## src/design/x86_opcode_sweep_classifier_assert.svh

```systemverilog
// assertion macros, clocked on clk, off while rst_n is low
`ifndef X86_OPCODE_SWEEP_CLASSIFIER_ASSERT_SVH
`define X86_OPCODE_SWEEP_CLASSIFIER_ASSERT_SVH

// same-cycle implication
`define X86OS_ASSERT_NOW(label, ante, cons) \
    label: assert property (@(posedge clk) disable iff (!rst_n) (ante) |-> (cons)) \
        else $error("x86os assertion failed");

// next-cycle implication
`define X86OS_ASSERT_NEXT(label, ante, cons) \
    label: assert property (@(posedge clk) disable iff (!rst_n) (ante) |=> (cons)) \
        else $error("x86os assertion failed");

`endif

```

## src/design/x86os_pkg.sv

```systemverilog
package x86os_pkg;

    typedef enum logic [1:0] {
        MODE_NONE,
        MODE_REX,
        MODE_FF,
        MODE_OPSZ
    } mode_t;

    typedef enum logic [4:0] {
        MN_ADD_AND,
        MN_TEST,
        MN_MOV,
        MN_LEA,
        MN_RETQ,
        MN_JE,
        MN_PUSHQ,
        MN_JMPQ,
        MN_CALLQ,
        MN_NOPL,
        MN_NOPW,
        MN_XCHG,
        MN_PUSH,
        MN_POP,
        MN_XOR,
        MN_HLT,
        MN_JNE
    } mnemonic_t;

    localparam logic [7:0] OP_REX_W    = 8'h48;
    localparam logic [7:0] OP_GRP5     = 8'hff;
    localparam logic [7:0] OP_OPSZ     = 8'h66;
    localparam logic [7:0] OP_RET      = 8'hc3;
    localparam logic [7:0] OP_JE       = 8'h74;
    localparam logic [7:0] OP_JNE      = 8'h75;
    localparam logic [7:0] OP_ESC      = 8'h0f;
    localparam logic [7:0] OP_PUSH_IMM = 8'h68;
    localparam logic [7:0] OP_JMP_REL  = 8'he9;
    localparam logic [7:0] OP_PUSH_RBP = 8'h55;
    localparam logic [7:0] OP_POP_RSI  = 8'h5e;
    localparam logic [7:0] OP_POP_RBX  = 8'h5b;
    localparam logic [7:0] OP_POP_RBP  = 8'h5d;
    localparam logic [7:0] OP_POP_ALT  = 8'h4e;
    localparam logic [7:0] OP_XOR      = 8'h31;
    localparam logic [7:0] OP_HLT      = 8'hf4;
    localparam logic [7:0] OP_ALU_IMM8 = 8'h83;
    localparam logic [7:0] OP_TEST     = 8'h85;
    localparam logic [7:0] OP_MOV      = 8'h89;
    localparam logic [7:0] OP_LEA      = 8'h8d;
    localparam logic [7:0] OP_MODRM_35 = 8'h35;
    localparam logic [7:0] OP_MODRM_25 = 8'h25;
    localparam logic [7:0] OP_CS       = 8'h2e;

    localparam int unsigned ADDR_W = 64;
    localparam int unsigned SKIP_W = 3;

    typedef struct packed {
        logic [ADDR_W-1:0] instr_address;
        mnemonic_t         mnemonic;
    } result_t;

    typedef struct packed {
        logic              hit;
        logic              prefixed;
        mnemonic_t         code;
        logic [SKIP_W-1:0] skip;
        mode_t             mode;
    } decode_t;

    function automatic decode_t decode_byte(mode_t mode, logic [7:0] b);
        decode_t d;
        d.hit      = 1'b1;
        d.prefixed = (mode != MODE_NONE);
        d.code     = MN_ADD_AND;
        d.skip     = '0;
        d.mode     = MODE_NONE;
        case (mode)
            MODE_REX:
            begin
                case (b)
                    OP_ALU_IMM8: begin d.code = MN_ADD_AND; d.skip = 3'd2; end
                    OP_TEST:     begin d.code = MN_TEST;    d.skip = 3'd1; end
                    OP_MOV:      begin d.code = MN_MOV;     d.skip = 3'd1; end
                    OP_LEA:      begin d.code = MN_LEA;     d.skip = 3'd5; end
                    default:     d.hit = 1'b0;
                endcase
            end
            MODE_FF:
            begin
                case (b)
                    OP_MODRM_35: begin d.code = MN_PUSHQ; d.skip = 3'd4; end
                    OP_MODRM_25: begin d.code = MN_JMPQ;  d.skip = 3'd4; end
                    default:     begin d.code = MN_CALLQ; d.skip = 3'd1; end
                endcase
            end
            MODE_OPSZ:
            begin
                case (b)
                    OP_CS:   begin d.code = MN_NOPW; d.skip = 3'd5; end
                    default: begin d.code = MN_XCHG; d.skip = 3'd0; end
                endcase
            end
            default:
            begin
                case (b)
                    OP_REX_W:    begin d.hit = 1'b0; d.mode = MODE_REX;  end
                    OP_GRP5:     begin d.hit = 1'b0; d.mode = MODE_FF;   end
                    OP_OPSZ:     begin d.hit = 1'b0; d.mode = MODE_OPSZ; end
                    OP_RET:      d.code = MN_RETQ;
                    OP_JE:       begin d.code = MN_JE;    d.skip = 3'd1; end
                    OP_ESC:      begin d.code = MN_NOPL;  d.skip = 3'd3; end
                    OP_PUSH_IMM: begin d.code = MN_PUSHQ; d.skip = 3'd4; end
                    OP_JMP_REL:  begin d.code = MN_JMPQ;  d.skip = 3'd4; end
                    OP_PUSH_RBP: d.code = MN_PUSH;
                    OP_POP_RSI,
                    OP_POP_RBX,
                    OP_POP_RBP,
                    OP_POP_ALT:  d.code = MN_POP;
                    OP_XOR:      begin d.code = MN_XOR;   d.skip = 3'd1; end
                    OP_HLT:      d.code = MN_HLT;
                    OP_JNE:      begin d.code = MN_JNE;   d.skip = 3'd1; end
                    default:     d.hit = 1'b0;
                endcase
            end
        endcase
        return d;
    endfunction

endpackage

```

## src/design/x86os_scan.sv

```systemverilog
`include "x86_opcode_sweep_classifier_assert.svh"

module x86os_scan
    import x86os_pkg::*;
(
    input  logic              clk,
    input  logic              rst_n,
    input  logic [ADDR_W-1:0] base_offset,
    input  logic              in_valid,
    output logic              in_ready,
    input  logic [7:0]        code_byte,
    input  logic              last_byte,
    output logic              res_valid,
    input  logic              res_ready,
    output result_t           res
);

    logic              stg_valid_reg, stg_valid_next;
    logic [7:0]        stg_byte_reg;
    logic              stg_last_reg;
    logic [ADDR_W-1:0] cur_reg, cur_next;
    logic [ADDR_W-1:0] pfx_pos_reg, pfx_pos_next;
    mode_t             mode_reg, mode_next;
    logic [SKIP_W-1:0] skip_reg, skip_next;
    decode_t           dec;
    logic              skipping;
    logic              hit;
    logic              advance;

    assign dec      = decode_byte(mode_reg, stg_byte_reg);
    assign skipping = (skip_reg != '0);
    assign hit      = !skipping && dec.hit;
    assign advance  = stg_valid_reg && (!hit || res_ready);
    assign in_ready = !stg_valid_reg || advance;

    assign res_valid         = stg_valid_reg && hit;
    assign res.instr_address = base_offset + (dec.prefixed ? pfx_pos_reg : cur_reg);
    assign res.mnemonic      = dec.code;

    always_comb
    begin
        stg_valid_next = stg_valid_reg;
        cur_next       = cur_reg;
        pfx_pos_next   = pfx_pos_reg;
        mode_next      = mode_reg;
        skip_next      = skip_reg;
        if (advance)
        begin
            stg_valid_next = 1'b0;
            if (skipping)
            begin
                skip_next = skip_reg - 3'd1;
            end
            else
            begin
                mode_next = dec.mode;
                if (dec.hit)
                begin
                    skip_next = dec.skip;
                end
                if (dec.mode != MODE_NONE)
                begin
                    pfx_pos_next = cur_reg;
                end
            end
            if (stg_last_reg)
            begin
                cur_next  = '0;
                mode_next = MODE_NONE;
                skip_next = '0;
            end
            else
            begin
                cur_next = cur_reg + 64'd1;
            end
        end
        if (in_valid && in_ready)
        begin
            stg_valid_next = 1'b1;
        end
    end

    always_ff @(posedge clk or negedge rst_n)
    begin
        if (!rst_n)
        begin
            stg_valid_reg <= 1'b0;
            cur_reg       <= '0;
            mode_reg      <= MODE_NONE;
            skip_reg      <= '0;
        end
        else
        begin
            stg_valid_reg <= stg_valid_next;
            cur_reg       <= cur_next;
            mode_reg      <= mode_next;
            skip_reg      <= skip_next;
        end
    end

    always_ff @(posedge clk)
    begin
        pfx_pos_reg <= pfx_pos_next;
        if (in_valid && in_ready)
        begin
            stg_byte_reg <= code_byte;
            stg_last_reg <= last_byte;
        end
    end

    `X86OS_ASSERT_NOW(a_skip_no_prefix, skip_reg != '0, mode_reg == MODE_NONE)
    `X86OS_ASSERT_NOW(a_res_needs_item, res_valid, stg_valid_reg && skip_reg == '0)
    `X86OS_ASSERT_NEXT(a_last_clears, advance && stg_last_reg,
        cur_reg == '0 && mode_reg == MODE_NONE && skip_reg == '0)
    `X86OS_ASSERT_NOW(a_skip_range, 1'b1, skip_reg <= 3'd5)

endmodule

```

## src/design/x86os_out_stage.sv

```systemverilog
module x86os_out_stage
    import x86os_pkg::*;
(
    input  logic    clk,
    input  logic    rst_n,
    input  logic    res_valid,
    output logic    res_ready,
    input  result_t res,
    output logic    out_valid,
    input  logic    out_ready,
    output result_t out_res
);

    logic    valid_reg, valid_next;
    result_t data_reg;

    assign res_ready = !valid_reg || out_ready;
    assign out_valid = valid_reg;
    assign out_res   = data_reg;

    always_comb
    begin
        valid_next = valid_reg;
        if (res_ready)
        begin
            valid_next = res_valid;
        end
    end

    always_ff @(posedge clk or negedge rst_n)
    begin
        if (!rst_n)
        begin
            valid_reg <= 1'b0;
        end
        else
        begin
            valid_reg <= valid_next;
        end
    end

    always_ff @(posedge clk)
    begin
        if (res_valid && res_ready)
        begin
            data_reg <= res;
        end
    end

endmodule

```

## src/design/x86_opcode_sweep_classifier.sv

```systemverilog
// channel   dir  signals                         word
// s_axis    in   s_tvalid s_tready s_tdata s_tlast  one code byte, tlast = last of buffer
// m_axis    out  m_tvalid m_tready m_tdata          instruction start address and mnemonic
// cfg       in   cfg_valid cfg_ready cfg_data       base offset of each buffer
//
// one byte per cycle sustained while no result is stalled, via the input byte register and the result register
// the byte decode, position step and address add sit between input and result register
// cfg_ready is always high, a new offset applies from the next byte decoded
// rst_n clears the scan state, base offset and both valid flags at once
// a stalled result holds the result register and the byte behind it, nothing is lost

module x86_opcode_sweep_classifier
    import x86os_pkg::*;
(
    input  logic        clk,
    input  logic        rst_n,
    input  logic        s_tvalid,
    output logic        s_tready,
    input  logic [7:0]  s_tdata,   // [7:0] code_byte
    input  logic        s_tlast,   // last_byte
    output logic        m_tvalid,
    input  logic        m_tready,
    output logic [71:0] m_tdata,   // [63:0] instr_address, [68:64] mnemonic, [71:69] zero
    input  logic        cfg_valid,
    output logic        cfg_ready,
    input  logic [63:0] cfg_data
);

    logic [ADDR_W-1:0] base_offset_reg, base_offset_next;
    logic              res_valid;
    logic              res_ready;
    result_t           res;
    result_t           out_res;

    assign cfg_ready = 1'b1;

    always_comb
    begin
        base_offset_next = base_offset_reg;
        if (cfg_valid && cfg_ready)
        begin
            base_offset_next = cfg_data;
        end
    end

    always_ff @(posedge clk or negedge rst_n)
    begin
        if (!rst_n)
        begin
            base_offset_reg <= '0;
        end
        else
        begin
            base_offset_reg <= base_offset_next;
        end
    end

    x86os_scan u_scan (
        .clk         (clk),
        .rst_n       (rst_n),
        .base_offset (base_offset_reg),
        .in_valid    (s_tvalid),
        .in_ready    (s_tready),
        .code_byte   (s_tdata),
        .last_byte   (s_tlast),
        .res_valid   (res_valid),
        .res_ready   (res_ready),
        .res         (res)
    );

    x86os_out_stage u_out (
        .clk       (clk),
        .rst_n     (rst_n),
        .res_valid (res_valid),
        .res_ready (res_ready),
        .res       (res),
        .out_valid (m_tvalid),
        .out_ready (m_tready),
        .out_res   (out_res)
    );

    assign m_tdata = {3'b000, 5'(out_res.mnemonic), out_res.instr_address};

endmodule

```

## config.mk

```make
export PLATFORM = sky130hd
export DESIGN_NAME = x86_opcode_sweep_classifier
export DESIGN_NICKNAME = d
export VERILOG_FILES = /design/src/design/x86os_pkg.sv /design/src/design/x86os_scan.sv /design/src/design/x86os_out_stage.sv /design/src/design/x86_opcode_sweep_classifier.sv
export VERILOG_INCLUDE_DIRS = /design/src /design/src/design
export SDC_FILE = /design/constraint.sdc
export NUM_CORES = 1
export LEC_CHECK = 0
export ABC_CLOCK_PERIOD_IN_PS = 9100
export BUFFER_PORTS_ARGS = -buffer_cell sky130_fd_sc_hd__buf_2
export CAP_MARGIN = 40
export CELL_PAD_IN_SITES_DETAIL_PLACEMENT = 0
export CELL_PAD_IN_SITES_GLOBAL_PLACEMENT = 1
export CORE_ASPECT_RATIO = 1.75
export CORE_UTILIZATION = 35
export CTS_CLUSTER_SIZE = 40
export DETAILED_ROUTE_END_ITERATION = 6
export PLACE_DENSITY_LB_ADDON = 0.1
export SYNTH_ARGS = -nofsm -noshare
export SYNTH_HDL_FRONTEND = slang
export SYNTH_HIERARCHICAL = 1
export SYNTH_SLANG_ARGS = --single-unit
```

## constraint.sdc

```tcl
create_clock -name clk -period 9.1 [get_ports clk]
set_input_delay 1.82 -clock clk [delete_from_list [all_inputs] [get_ports clk]]
set_output_delay 1.82 -clock clk [all_outputs]
set_load 0.005 [all_outputs]
```

# Word-level counts from Yosys, hierarchy flattened
# Cells that the tools add are included.
# W data, S select, Z words.
# op_classes
addsub,3
n_eq_ne,27
mux,20
bitwise_logic,1
n_reduce_logical,27
# op_table
cell,count
$mux W64,2
$eq A8 B7 Y1 const B,10
$add A64 B1 Y64 const B,1
$add A64 B64 Y64,1
$eq A8 B8 Y1 const B,8
$pmux W5 S10,1
$eq A8 B6 Y1 const B,4
$pmux W8 S3,1
$pmux W5 S4,1
$pmux W7 S2,1
$reduce_or A13 Y1,1
$mux W3,3
$pmux W3 S3,1
$eq A8 B4 Y1 const B,1
$reduce_or A4 Y1,2
$mux W2,3
$pmux W2 S3,1
$reduce_bool A2 Y1,3
$reduce_bool A3 Y1,2
$reduce_or A3 Y1,2
$logic_and A1 B1 Y1,5
$eq A2 B2 Y1 const B,2
$logic_not A1 Y1,4
$mux W1,4
other kinds (10),14
# totals
reg_bits,277
input_bits,78
word_cells,89

# Longest topological paths before layout
# Gate-level depths: netlist of run 1.
# logic_depth
word_depth,11
ltp_mapped,16
depth_no_buf,15

# Cells and area by module
# Netlist of run 1, hierarchy kept.
# by_module_without_submodules
mod,instances,cells_per_inst,area_each_um2,seq_area_each_um2
x86os_scan,1,1255,11063.1,3943.8
x86_opcode_sweep_classifier,1,141,2716.4,1601.5
x86os_out_stage,1,73,2125.8,2097.0

# Worst setup path before layout of run 1
# Ideal clock, no wire load.
# synth_timing
kind,input to register
startpoint,input port m_tready
endpoint,"register u_scan.pfx_pos_reg[0], enable pin"
arrival_ps,7105
slack_ps,1414
cell_stages,5
n_path_buf,2
cell_sequence,nand2b_4 o31ai_2 buf_2 buf_2 a211oi_1
# synth_via
elab_chain_len,4
# synth_lines
item,line_no,rtl
start: declaration,x86_opcode_sweep_classifier.sv:22,"input logic m_tready,"
$logic_or A1 B1 Y1,x86os_out_stage.sv:17,assign res_ready = !valid_reg || out_ready;
$logic_or A1 B1 Y1,x86os_scan.sv:33,assign advance = stg_valid_reg && (!hit || res_ready);
$logic_and A1 B1 Y1,x86os_scan.sv:33,
$reduce_and A3 Y1 (no line),-,
end signal: assignment,x86os_scan.sv:103,pfx_pos_reg <= pfx_pos_next;
end: declaration,x86os_scan.sv:22,"logic [ADDR_W-1:0] pfx_pos_reg, pfx_pos_next;"
# Every way passes these cells.
# A chain may end at the register's enable or synchronous reset.

==> run metrics, run 1 <==
Post-Route Skew 0.0216 ns; die width roughly 160 um; slowest CP cell o41ai_1; clock transition at the registers of the reported paths approximately 0.070 ns; vias in the first global route approximately 12,000; n_diodes 0; Initial Util between 30% and 40%; DRT iter0 DRCs 661; row count 103; pwr dens approximately 170 nW/um^2; fillers 4,444; Top FF cell, synth edfxtp_1; CTS resizes 0; hold_buf cts 0; Tot Pwr 3.02 mW; number of flops mapped to enable cells by yosys 142; clk_lat worst skew between 0.5 and 0.6 ns; synthesized flop and latch total between 200 and 300; Die Y 284 um; kind of cell adding the most delay to the critical path compound AO/OA/AOI/OAI gates; DR DRC count 0; Die ar. 46,300 um^2; Num CTS Buffers 30; Hold Startpoint u_scan/skip_reg[1]; Worst-Margin Slew 0.956 ns; Routed wire per std cell 19.7 um; CTS max path bufs 3; total track usage 18.9%; max reg flops 69; Setup WS pre-CTS 3.69 ns; sequential area share after synthesis between 40% and 50%; reg2reg path depth 14; Final WS setup 3.65 ns; root buffer cell clkbuf_16; CTS H-tree depth 1; buffers added on ports 148; status finished clean; asr flop ratio synth 48.7%; post-DP HPWL 31,600 um; CORE AREA 45,000 um^2; DR pass1 iterations 5; Lkg Pwr 7.81 nW; first-pass GRT wire length 68,400 um; Slew Viols, Final 0; worst path arrival time 5.77 ns; Final period util about three fifths; syn_area_per_cell approximately 11 um^2; Fin Hold WS 0.476 ns; Setup-failing EPs final 0; Min-Delay Path Class reg -> reg; crit-path max FO 38; Mapped Cells 1,469; Worst setup SP type register; nets 1,738; # Post-CTS Setup Buffers 0; Via Count 11,709; fin crit period between 5 and 6 ns; Slew headroom 35.5%; Worst Setup End Kind register; Buf/Inv on CP 1; # clock sinks 277; TritonCTS clock tree done; CP required between 9 and 10 ns; hold path endpoint u_scan/skip_reg[1]; Post-Syn Area 15,900 um^2; Ports 153; worst stage delay on the critical path roughly 0.9 ns; Final TNS setup 0 ns; antenna viol nets, final 0; initial antenna violation count 0; Synth cell types a little over 80; share of post-route cells with drive strength above 1 22.0%; WL final 43,200 um; Yosys warnings 6; RSZ-0062 raised after global routing no; Vias/cell 5.35; Hold Crit Depth 2; RR Startpoint u_scan/mode_reg[1]; GRT overflow 0; largest net degree at the start of global routing 72; worst setup path category reg -> reg; crit-path cells nor2_4 -> buf_4 -> mux2_2 -> ha_1 -> a21o_1 -> a31o_2 -> o21ai_1 -> a21oi_1 -> o41ai_1 -> a211oi_1 -> o21ai_1 -> o31ai_1 -> a211oi_1 -> xnor2_1; routability congestion estimate 0.822; reg2reg setup slack 3.65 ns; Max Fclk 184 MHz; area delta synth->final 13.7%; max cap viols 0; reg2reg end u_out/out_res[66]; worst IR drop on VDD 127 uV; Final Hold Viols 0
## Yosys cell counts, types with 3 or more instances
cell type | n | area (um^2)
nand3b_1 | 4 | 30.0
inv_1 | 27 | 101
xor2_1 | 20 | 175
mux2_2 | 67 | 754
a221oi_1 | 3 | 26.3
a211oi_1 | 8 | 60.1
a21oi_1 | 105 | 526
o21a_1 | 9 | 67.6
o31ai_1 | 13 | 97.6
nand4_1 | 45 | 282
edfxtp_1 | 142 | 4260
or4_1 | 3 | 22.5
and3_1 | 20 | 125
and2_1 | 9 | 56.3
mux2_4 | 60 | 901
clkbuf_1 | 51 | 191
or3_1 | 4 | 25.0
dfrtp_1 | 135 | 3380
nor3b_1 | 3 | 22.5
nor4_1 | 9 | 56.3
buf_12 | 6 | 120
and4_1 | 4 | 35.0
ha_1 | 72 | 901
nor2_1 | 87 | 327
nand2b_1 | 15 | 93.8
xnor2_1 | 44 | 385
nor3_1 | 22 | 110
o41ai_1 | 5 | 43.8
a21o_1 | 35 | 263
nand2_1 | 108 | 405
nand3_1 | 38 | 190
buf_4 | 5 | 37.5
buf_2 | 13 | 65.1
nor2b_1 | 18 | 113
o21bai_1 | 19 | 143
o21ai_0 | 149 | 746
or2_2 | 3 | 18.8
a31oi_1 | 27 | 169
nor4bb_1 | 3 | 30.0
a21boi_0 | 4 | 30.0
## worst register-to-register path, cell delays in order (launching register included)
cell,delay [ns]
dfrtp_1,0.54
nor2_4,0.15
buf_4,0.47
mux2_2,0.42
ha_1,0.35
a21o_1,0.22
a31o_2,0.23
o21ai_1,0.41
a21oi_1,0.17
o41ai_1,0.90
a211oi_1,0.30
o21ai_1,0.37
o31ai_1,0.24
a211oi_1,0.32
xnor2_1,0.10
## kinds of logic (layout without fill, tap and decap cells)
group / after synthesis / count (layout) / share of synthesized area, %
xor+xnor: 64 / 64 / 3.52
simple gates: 410 / 410 / 13.2
compound gates: 408 / 408 / 15.4
other cells: 2 / 4 / 0.0472
flops: 277 / 277 / 48.0
mux: 129 / 129 / 10.5
fa+ha+maj: 73 / 73 / 5.79
buf+inv: 106 / 246 / 3.44
## cells in the final DEF, fill, tap and decap left out, drive strengths merged, types with 4 or more instances in the layout
cell      n
nor2b    18
and3     21
and4      5
a21oi   106
a21o     35
o21bai   19
buf     163
o21ai   152
nand4    45
and2     10
o41ai     5
o21a      9
nor3     23
edfxtp  142
o31ai    14
xor2     20
clkbuf   44
conb      4
a211oi    8
a21boi    6
ha       72
dfrtp   135
nand2   108
inv      28
a31oi    27
xnor2    44
or3       5
nand2b   16
nor2     88
nor4     10
nand3    38
clkinv    8
nand3b    4
mux2    127
## layer usage
layer  share of wire [%]  vias to the layer above  GRT usage [%]  wire (um)
met5                   0                        -              0          0
met2                  55                      213           36.2      23900
li1                    -                     5718              -          -
met4                 2.9                        0           6.38       1270
met1                  38                     5713           21.1      16500
met3                 3.3                       65           2.03       1430
## power breakdown
group          internal, mW  switching, mW
Clock                 0.713          0.519
Combinational         0.153          0.213
Sequential             1.38         0.0434
Total                  2.24          0.776
## worst max-delay path by stage
stage	start	to	slack, ns	cells after the start
final	u_scan/mode_reg[1]	u_out/out_res[66]	3.65	14
after global routing	u_scan/mode_reg[1]	u_out/out_res[66]	3.31	14
after CTS	u_scan/mode_reg[1]	u_out/out_res[66]	3.66	14
after detailed placement	u_scan/mode_reg[1]	u_out/out_res[66]	3.69	14
after global placement	u_scan/mode_reg[1]	u_out/out_res[68]	3.48	14
after floorplan	m_tready	u_scan/pfx_pos_reg[0]	1.41	5
## final cells by class
class / count / area, um^2 / area share (%)
Tap cell: 577 / 722 / 3.99
Timing Repair Buffer: 163 / 875 / 4.84
Sequential cell: 277 / 7640 / 42.3
Multi-Input combinational cell: 1088 / 7760 / 42.9
Clock buffer: 44 / 865 / 4.78
Clock inverter: 12 / 119 / 0.657
Inverter: 27 / 101 / 0.561
## through the flow
| step | utilization, % | instance area [um^2] | cells |
|---|---|---|---|
| after floorplan | - | 15900 | 1471 |
| after global placement | 37.9 | 17100 | 2129 |
| after detailed placement | 38.0 | 17100 | 2132 |
| after CTS | 40.2 | 18100 | 2188 |
| after global routing | 40.2 | 18100 | 2188 |
| final | 40.2 | 18100 | 2188 |
Power figures use the tool's default switching activity.
==> inputs of run 2 (changes only) <==
--- a/config.mk
+++ b/config.mk
@@ -6,7 +6,7 @@
 export SDC_FILE = /design/constraint.sdc
 export NUM_CORES = 1
 export LEC_CHECK = 0
-export ABC_CLOCK_PERIOD_IN_PS = 9100
+export ABC_CLOCK_PERIOD_IN_PS = 5200
 export BUFFER_PORTS_ARGS = -buffer_cell sky130_fd_sc_hd__buf_2
 export CAP_MARGIN = 40
 export CELL_PAD_IN_SITES_DETAIL_PLACEMENT = 0
==> constraint.sdc (replaced) <==
create_clock -name clk -period 5.2 [get_ports clk]
set_input_delay 1.04 -clock clk [delete_from_list [all_inputs] [get_ports clk]]
set_output_delay 1.04 -clock clk [all_outputs]
set_load 0.005 [all_outputs]
==> run metrics, run 2 (same netlist as run 1, synthesis figures left out) <==
final non-filler cell total 2,200; clk_lat worst skew approximately 0.58 ns; CP required 5.52 ns; # Post-CTS Setup Buffers 0; Via Count 11,720; worst path arrival time about 5 ns; TritonCTS clock tree done; CTS H-tree depth 1; Lkg Pwr 7.94 nW; n_diodes 0; total track usage 19.4%; first-pass GRT wire length 69,700 um; Worst Setup End Kind register; antenna viol nets, final 0; Placed Cells 2,144; area delta synth->final 14.9%; worst setup path category reg -> reg; pwr dens 297 nW/um^2; routability congestion estimate 0.865; row count 103; Ports 153; share of post-route cells with drive strength above 1 23.0%; Vias/cell around 5.3; DRT iter0 DRCs about 640; max cap viols 0; Initial Util ~35%; Final TNS setup 0 ns; Slew headroom 43.1%; nets 1,750; DR DRC count 0; # clock sinks between 200 and 300; CP startpoint u_scan/mode_reg[1]; initial antenna violation count 0; Die ar. 46,300 um^2; status finished clean; WL final 44,100 um; Util after Layout 40.6%; DR pass1 iterations 5; Slew Viols, Final 0; Setup-failing EPs final 0; CTS max path bufs 3; Worst setup SP type register; CORE AREA 45,000 um^2; largest net degree at the start of global routing 72; clock transition at the registers of the reported paths around 0.06 ns; worst IR drop on VDD between 200 and 250 uV; most frequent cells in the layout o21ai_0 (149), buf_2 (146), edfxtp_1 (142); Final Hold Viols 0; Num CTS Buffers 30; most common cell after layout, fill and taps aside o21ai_0; post-DP HPWL 32,200 um; Die Y ~280 um; Post-Route Skew 0.0125 ns; Tot Pwr 5.43 mW; Min-Delay Path Class in -> async; root buffer cell clkbuf_16; crit-path max FO 42; RSZ-0062 raised after global routing no; die width 163 um; Final period util between 90% and 100%; max reg flops 69; fin crit period 4.70 ns; Fin Hold WS 0.454 ns; buffers added on ports 148; Max Fclk ~210 MHz; vias in the first global route roughly 12,000; Worst-Margin Slew about 0.85 ns; Routed wire per std cell 20.1 um; RR Startpoint u_scan/mode_reg[1]; GRT overflow 0
run 2: worst paths after layout:
| check | slack, ns | cells after the start | to |
|---|---|---|---|
| worst min register to register | 0.50 | 2 | u_scan/skip_reg[1] |
| min in group clk | 0.50 | 2 | u_scan/skip_reg[1] |
| worst max-delay path | 0.50 | 16 | u_out/out_res[66] |
| worst max register to register | 0.50 | 16 | u_out/out_res[66] |
| worst min-delay path | 0.45 | 1 | base_offset_reg[59] |
| max in group asynchronous | 3.69 | 2 | u_scan/cur_reg[62] |
run 2: through the flow:
stage / instance area [um^2] / setup slack [ns]
6_report: 18300 / 0.503
5_1_grt: 18300 / 0.129
4_1_cts: 18300 / 0.0935
3_5_place_dp: 17200 / 0.127
3_3_place_gp: 17200 / 0.223
2_1_floorplan: 15900 / 0.0790
run 2: per-layer routing:
layer	GRT usage [%]	part of all wire, %	vias to the layer above
met3	2.16	3.3	75
met4	7.85	3.9	0
met2	36.9	55	238
li1	-	-	5731
met5	0	0	-
met1	21.2	38	5676
run 2: power breakdown:
| part | internal (mW) | switching (mW) |
|---|---|---|
| clock network | 1.39 | 0.908 |
| registers | 2.41 | 0.0736 |
| logic | 0.270 | 0.377 |
run 2: cell type report:
| class | count | area [um^2] |
|---|---|---|
| Clock buffer | 40 | 850 |
| Clock inverter | 16 | 214 |
| Fill cell | 4398 | 26700 |
| Inverter | 27 | 101 |
| Multi-Input combinational cell | 1088 | 7770 |
| Sequential cell | 277 | 7640 |
| Tap cell | 577 | 722 |
| Timing Repair Buffer | 175 | 976 |
run 2: critical path, cell delays in order (launching register included):
cell	delay, ns
dfrtp_1	0.41
nor2_4	0.15
buf_12	0.27
mux2_2	0.38
ha_1	0.35
a2111oi_0	0.41
o21ai_0	0.16
o21ai_0	0.23
a21oi_1	0.22
o41ai_2	0.55
buf_4	0.20
a211oi_1	0.12
o21ai_1	0.33
o31ai_1	0.11
buf_4	0.16
a211oi_1	0.27
xnor2_1	0.09
run 2: what timing repair did:
item / CTS / global route
setup endpoints to repair: 0 / 4
hold buffers: 0 / 0
resized for setup: 0 / 3
==> inputs of run 3 (changes only) <==
--- a/config.mk
+++ b/config.mk
@@ -12,6 +12,7 @@
 export CELL_PAD_IN_SITES_DETAIL_PLACEMENT = 0
 export CELL_PAD_IN_SITES_GLOBAL_PLACEMENT = 1
 export CORE_ASPECT_RATIO = 1.75
+export CORE_MARGIN = 2
 export CORE_UTILIZATION = 35
 export CTS_CLUSTER_SIZE = 40
 export DETAILED_ROUTE_END_ITERATION = 6
==> run metrics, run 3 (same netlist as run 1, synthesis figures left out) <==
Die Y 286 um; area delta synth->final 14.6%; die width 165 um; CP required 5.52 ns; root buffer cell clkbuf_16; CTS resizes 0; Via Count between 10,000 and 15,000; most common cell after layout, fill and taps aside o21ai_0; final non-filler cell total 2,200; nets 1,751; Fin Hold WS 0.279 ns; post-DP HPWL about 32,000 um; total track usage 18.6%; Slew Viols, Final 0; pwr dens between 200 and 300 nW/um^2; multi-input logic area 7760 um^2; Ports 153; status finished clean; row count 103; Util after Layout 40.5%; CTS max path bufs 3; crit-path max FO 32; Min-Delay Path Class in -> async; worst setup path category reg -> reg; CORE AREA 45,000 um^2; clock transition at the registers of the reported paths approximately 0.06 ns; largest net degree at the start of global routing 72; RR Startpoint u_scan/mode_reg[1]; WL final 43,900 um; Worst setup SP type register; Initial Util 35.4%; slowest CP cell o41ai_1; max reg flops 69; reg2reg setup slack 0.34 ns; register area 7640 um^2; TritonCTS clock tree done; Final period util 93.5%; max cap viols 0; Final Hold Viols 0; WL met3 1370 um; Final TNS setup 0 ns; Lkg Pwr 7.89 nW; hold_buf cts 0; DR pass1 iterations 5; area post-placement 17,200 um^2; Setup-failing EPs final 0; buffers added on ports 148; max layer used met4; routability congestion estimate 0.848; crit-path cells nor2_4 -> buf_12 -> mux2_2 -> ha_1 -> a2111oi_0 -> o21ai_0 -> o21ai_0 -> a21oi_1 -> o41ai_1 -> a211oi_1 -> o21ai_1 -> o31ai_1 -> buf_4 -> a211oi_1 -> xnor2_1; Max Fclk 206 MHz; fin area 18,200 um^2; Worst Setup End Kind register; reg2reg path depth 15; clk_lat worst skew 0.57 ns; CTS H-tree depth 1; Worst-Margin Slew 0.945 ns; Vias/cell 5.35; GRT overflow 0; DRT iter0 DRCs 603; # Post-CTS Setup Buffers 0; Die ar. 47,200 um^2; Num CTS Buffers 31; fillers approximately 4,400; # clock sinks 277; RSZ-0062 raised after global routing no; initial antenna violation count 0; Post-Route Skew between 0.01 and 0.015 ns; first-pass GRT wire length approximately 70,000 um; antenna viol nets, final 0; reg2reg end u_out/out_res[66]; DR DRC count 0; n_diodes 0; worst IR drop on VDD 228 uV; Placed Cells between 2,000 and 2,500; vias in the first global route 11,991; worst path arrival time 5.18 ns; met2 WL 24,300 um; met1 WL about 17,000 um; fin crit period 4.86 ns; worst stage delay on the critical path 0.89 ns; share of post-route cells with drive strength above 1 22.7%; most frequent cells in the layout o21ai_0 (149), buf_2 (146), edfxtp_1 (142); Routed wire per std cell 19.9 um; Slew headroom 36.2%
[run 3: changes by cell type in the layout (fill, tap and decap cells not counted), moves of 2 or more]
cell / change
clkinv_2: +2
clkinvlp_4: +3
clkinv_4: -2
buf_16: +2
clkbuf_8: -4
[run 3: final cells by class]
cell class	instances	area share, %
clock buffers	37	4.38
clock inverters	19	1.11
inverters	27	0.556
multi-input cells	1088	42.6
flip-flops and latches	277	41.9
well taps	577	3.96
repair buffers	175	5.49
[run 3: how the worst max path moves through the flow]
stage                                start               endpoint  slack, ns
global route            u_scan/mode_reg[1]      u_out/out_res[66]       0.09
CTS                     u_scan/mode_reg[1]      u_out/out_res[66]       0.34
floorplan           u_scan/stg_byte_reg[0]  u_scan/pfx_pos_reg[0]       0.08
finish                  u_scan/mode_reg[1]      u_out/out_res[66]       0.34
global placement        u_scan/mode_reg[1]      u_out/out_res[64]       0.37
detailed placement      u_scan/mode_reg[1]      u_out/out_res[66]       0.36
[run 3: report_power, final]
part	switching (mW)	total, mW	internal (mW)
clock	0.911	2.20	1.29
combinational	0.378	0.649	0.271
sequential	0.0747	2.48	2.41
total	1.36	5.33	3.97
[run 3: metrics by stage]
stage	total power, mW	setup slack, ns
after floorplan	2.96	0.0790
after global placement	3.18	0.369
after detailed placement	3.18	0.363
after CTS	5.44	0.345
after global routing	5.59	0.0883
final	5.33	0.338
[run 3: layer usage]
| layer | track usage (%) | vias up |
|---|---|---|
| met3 | 1.83 | 69 |
| met4 | 6.04 | 0 |
| met1 | 20.7 | 5728 |
| met5 | 0 | - |
| met2 | 36.1 | 238 |
| li1 | - | 5743 |
[run 3: critical path: cells and delay by family, from the launching register on]
family / cells / cell delay, ns
and+or+nand+nor: 1 / 0.15
xor gates and xnor gates: 1 / 0.10
DFF: 1 / 0.40
AOI/OAI and AO/OA: 9 / 2.87
adders and majority gates: 1 / 0.34
muxes: 1 / 0.36
buffers and inverters: 2 / 0.37
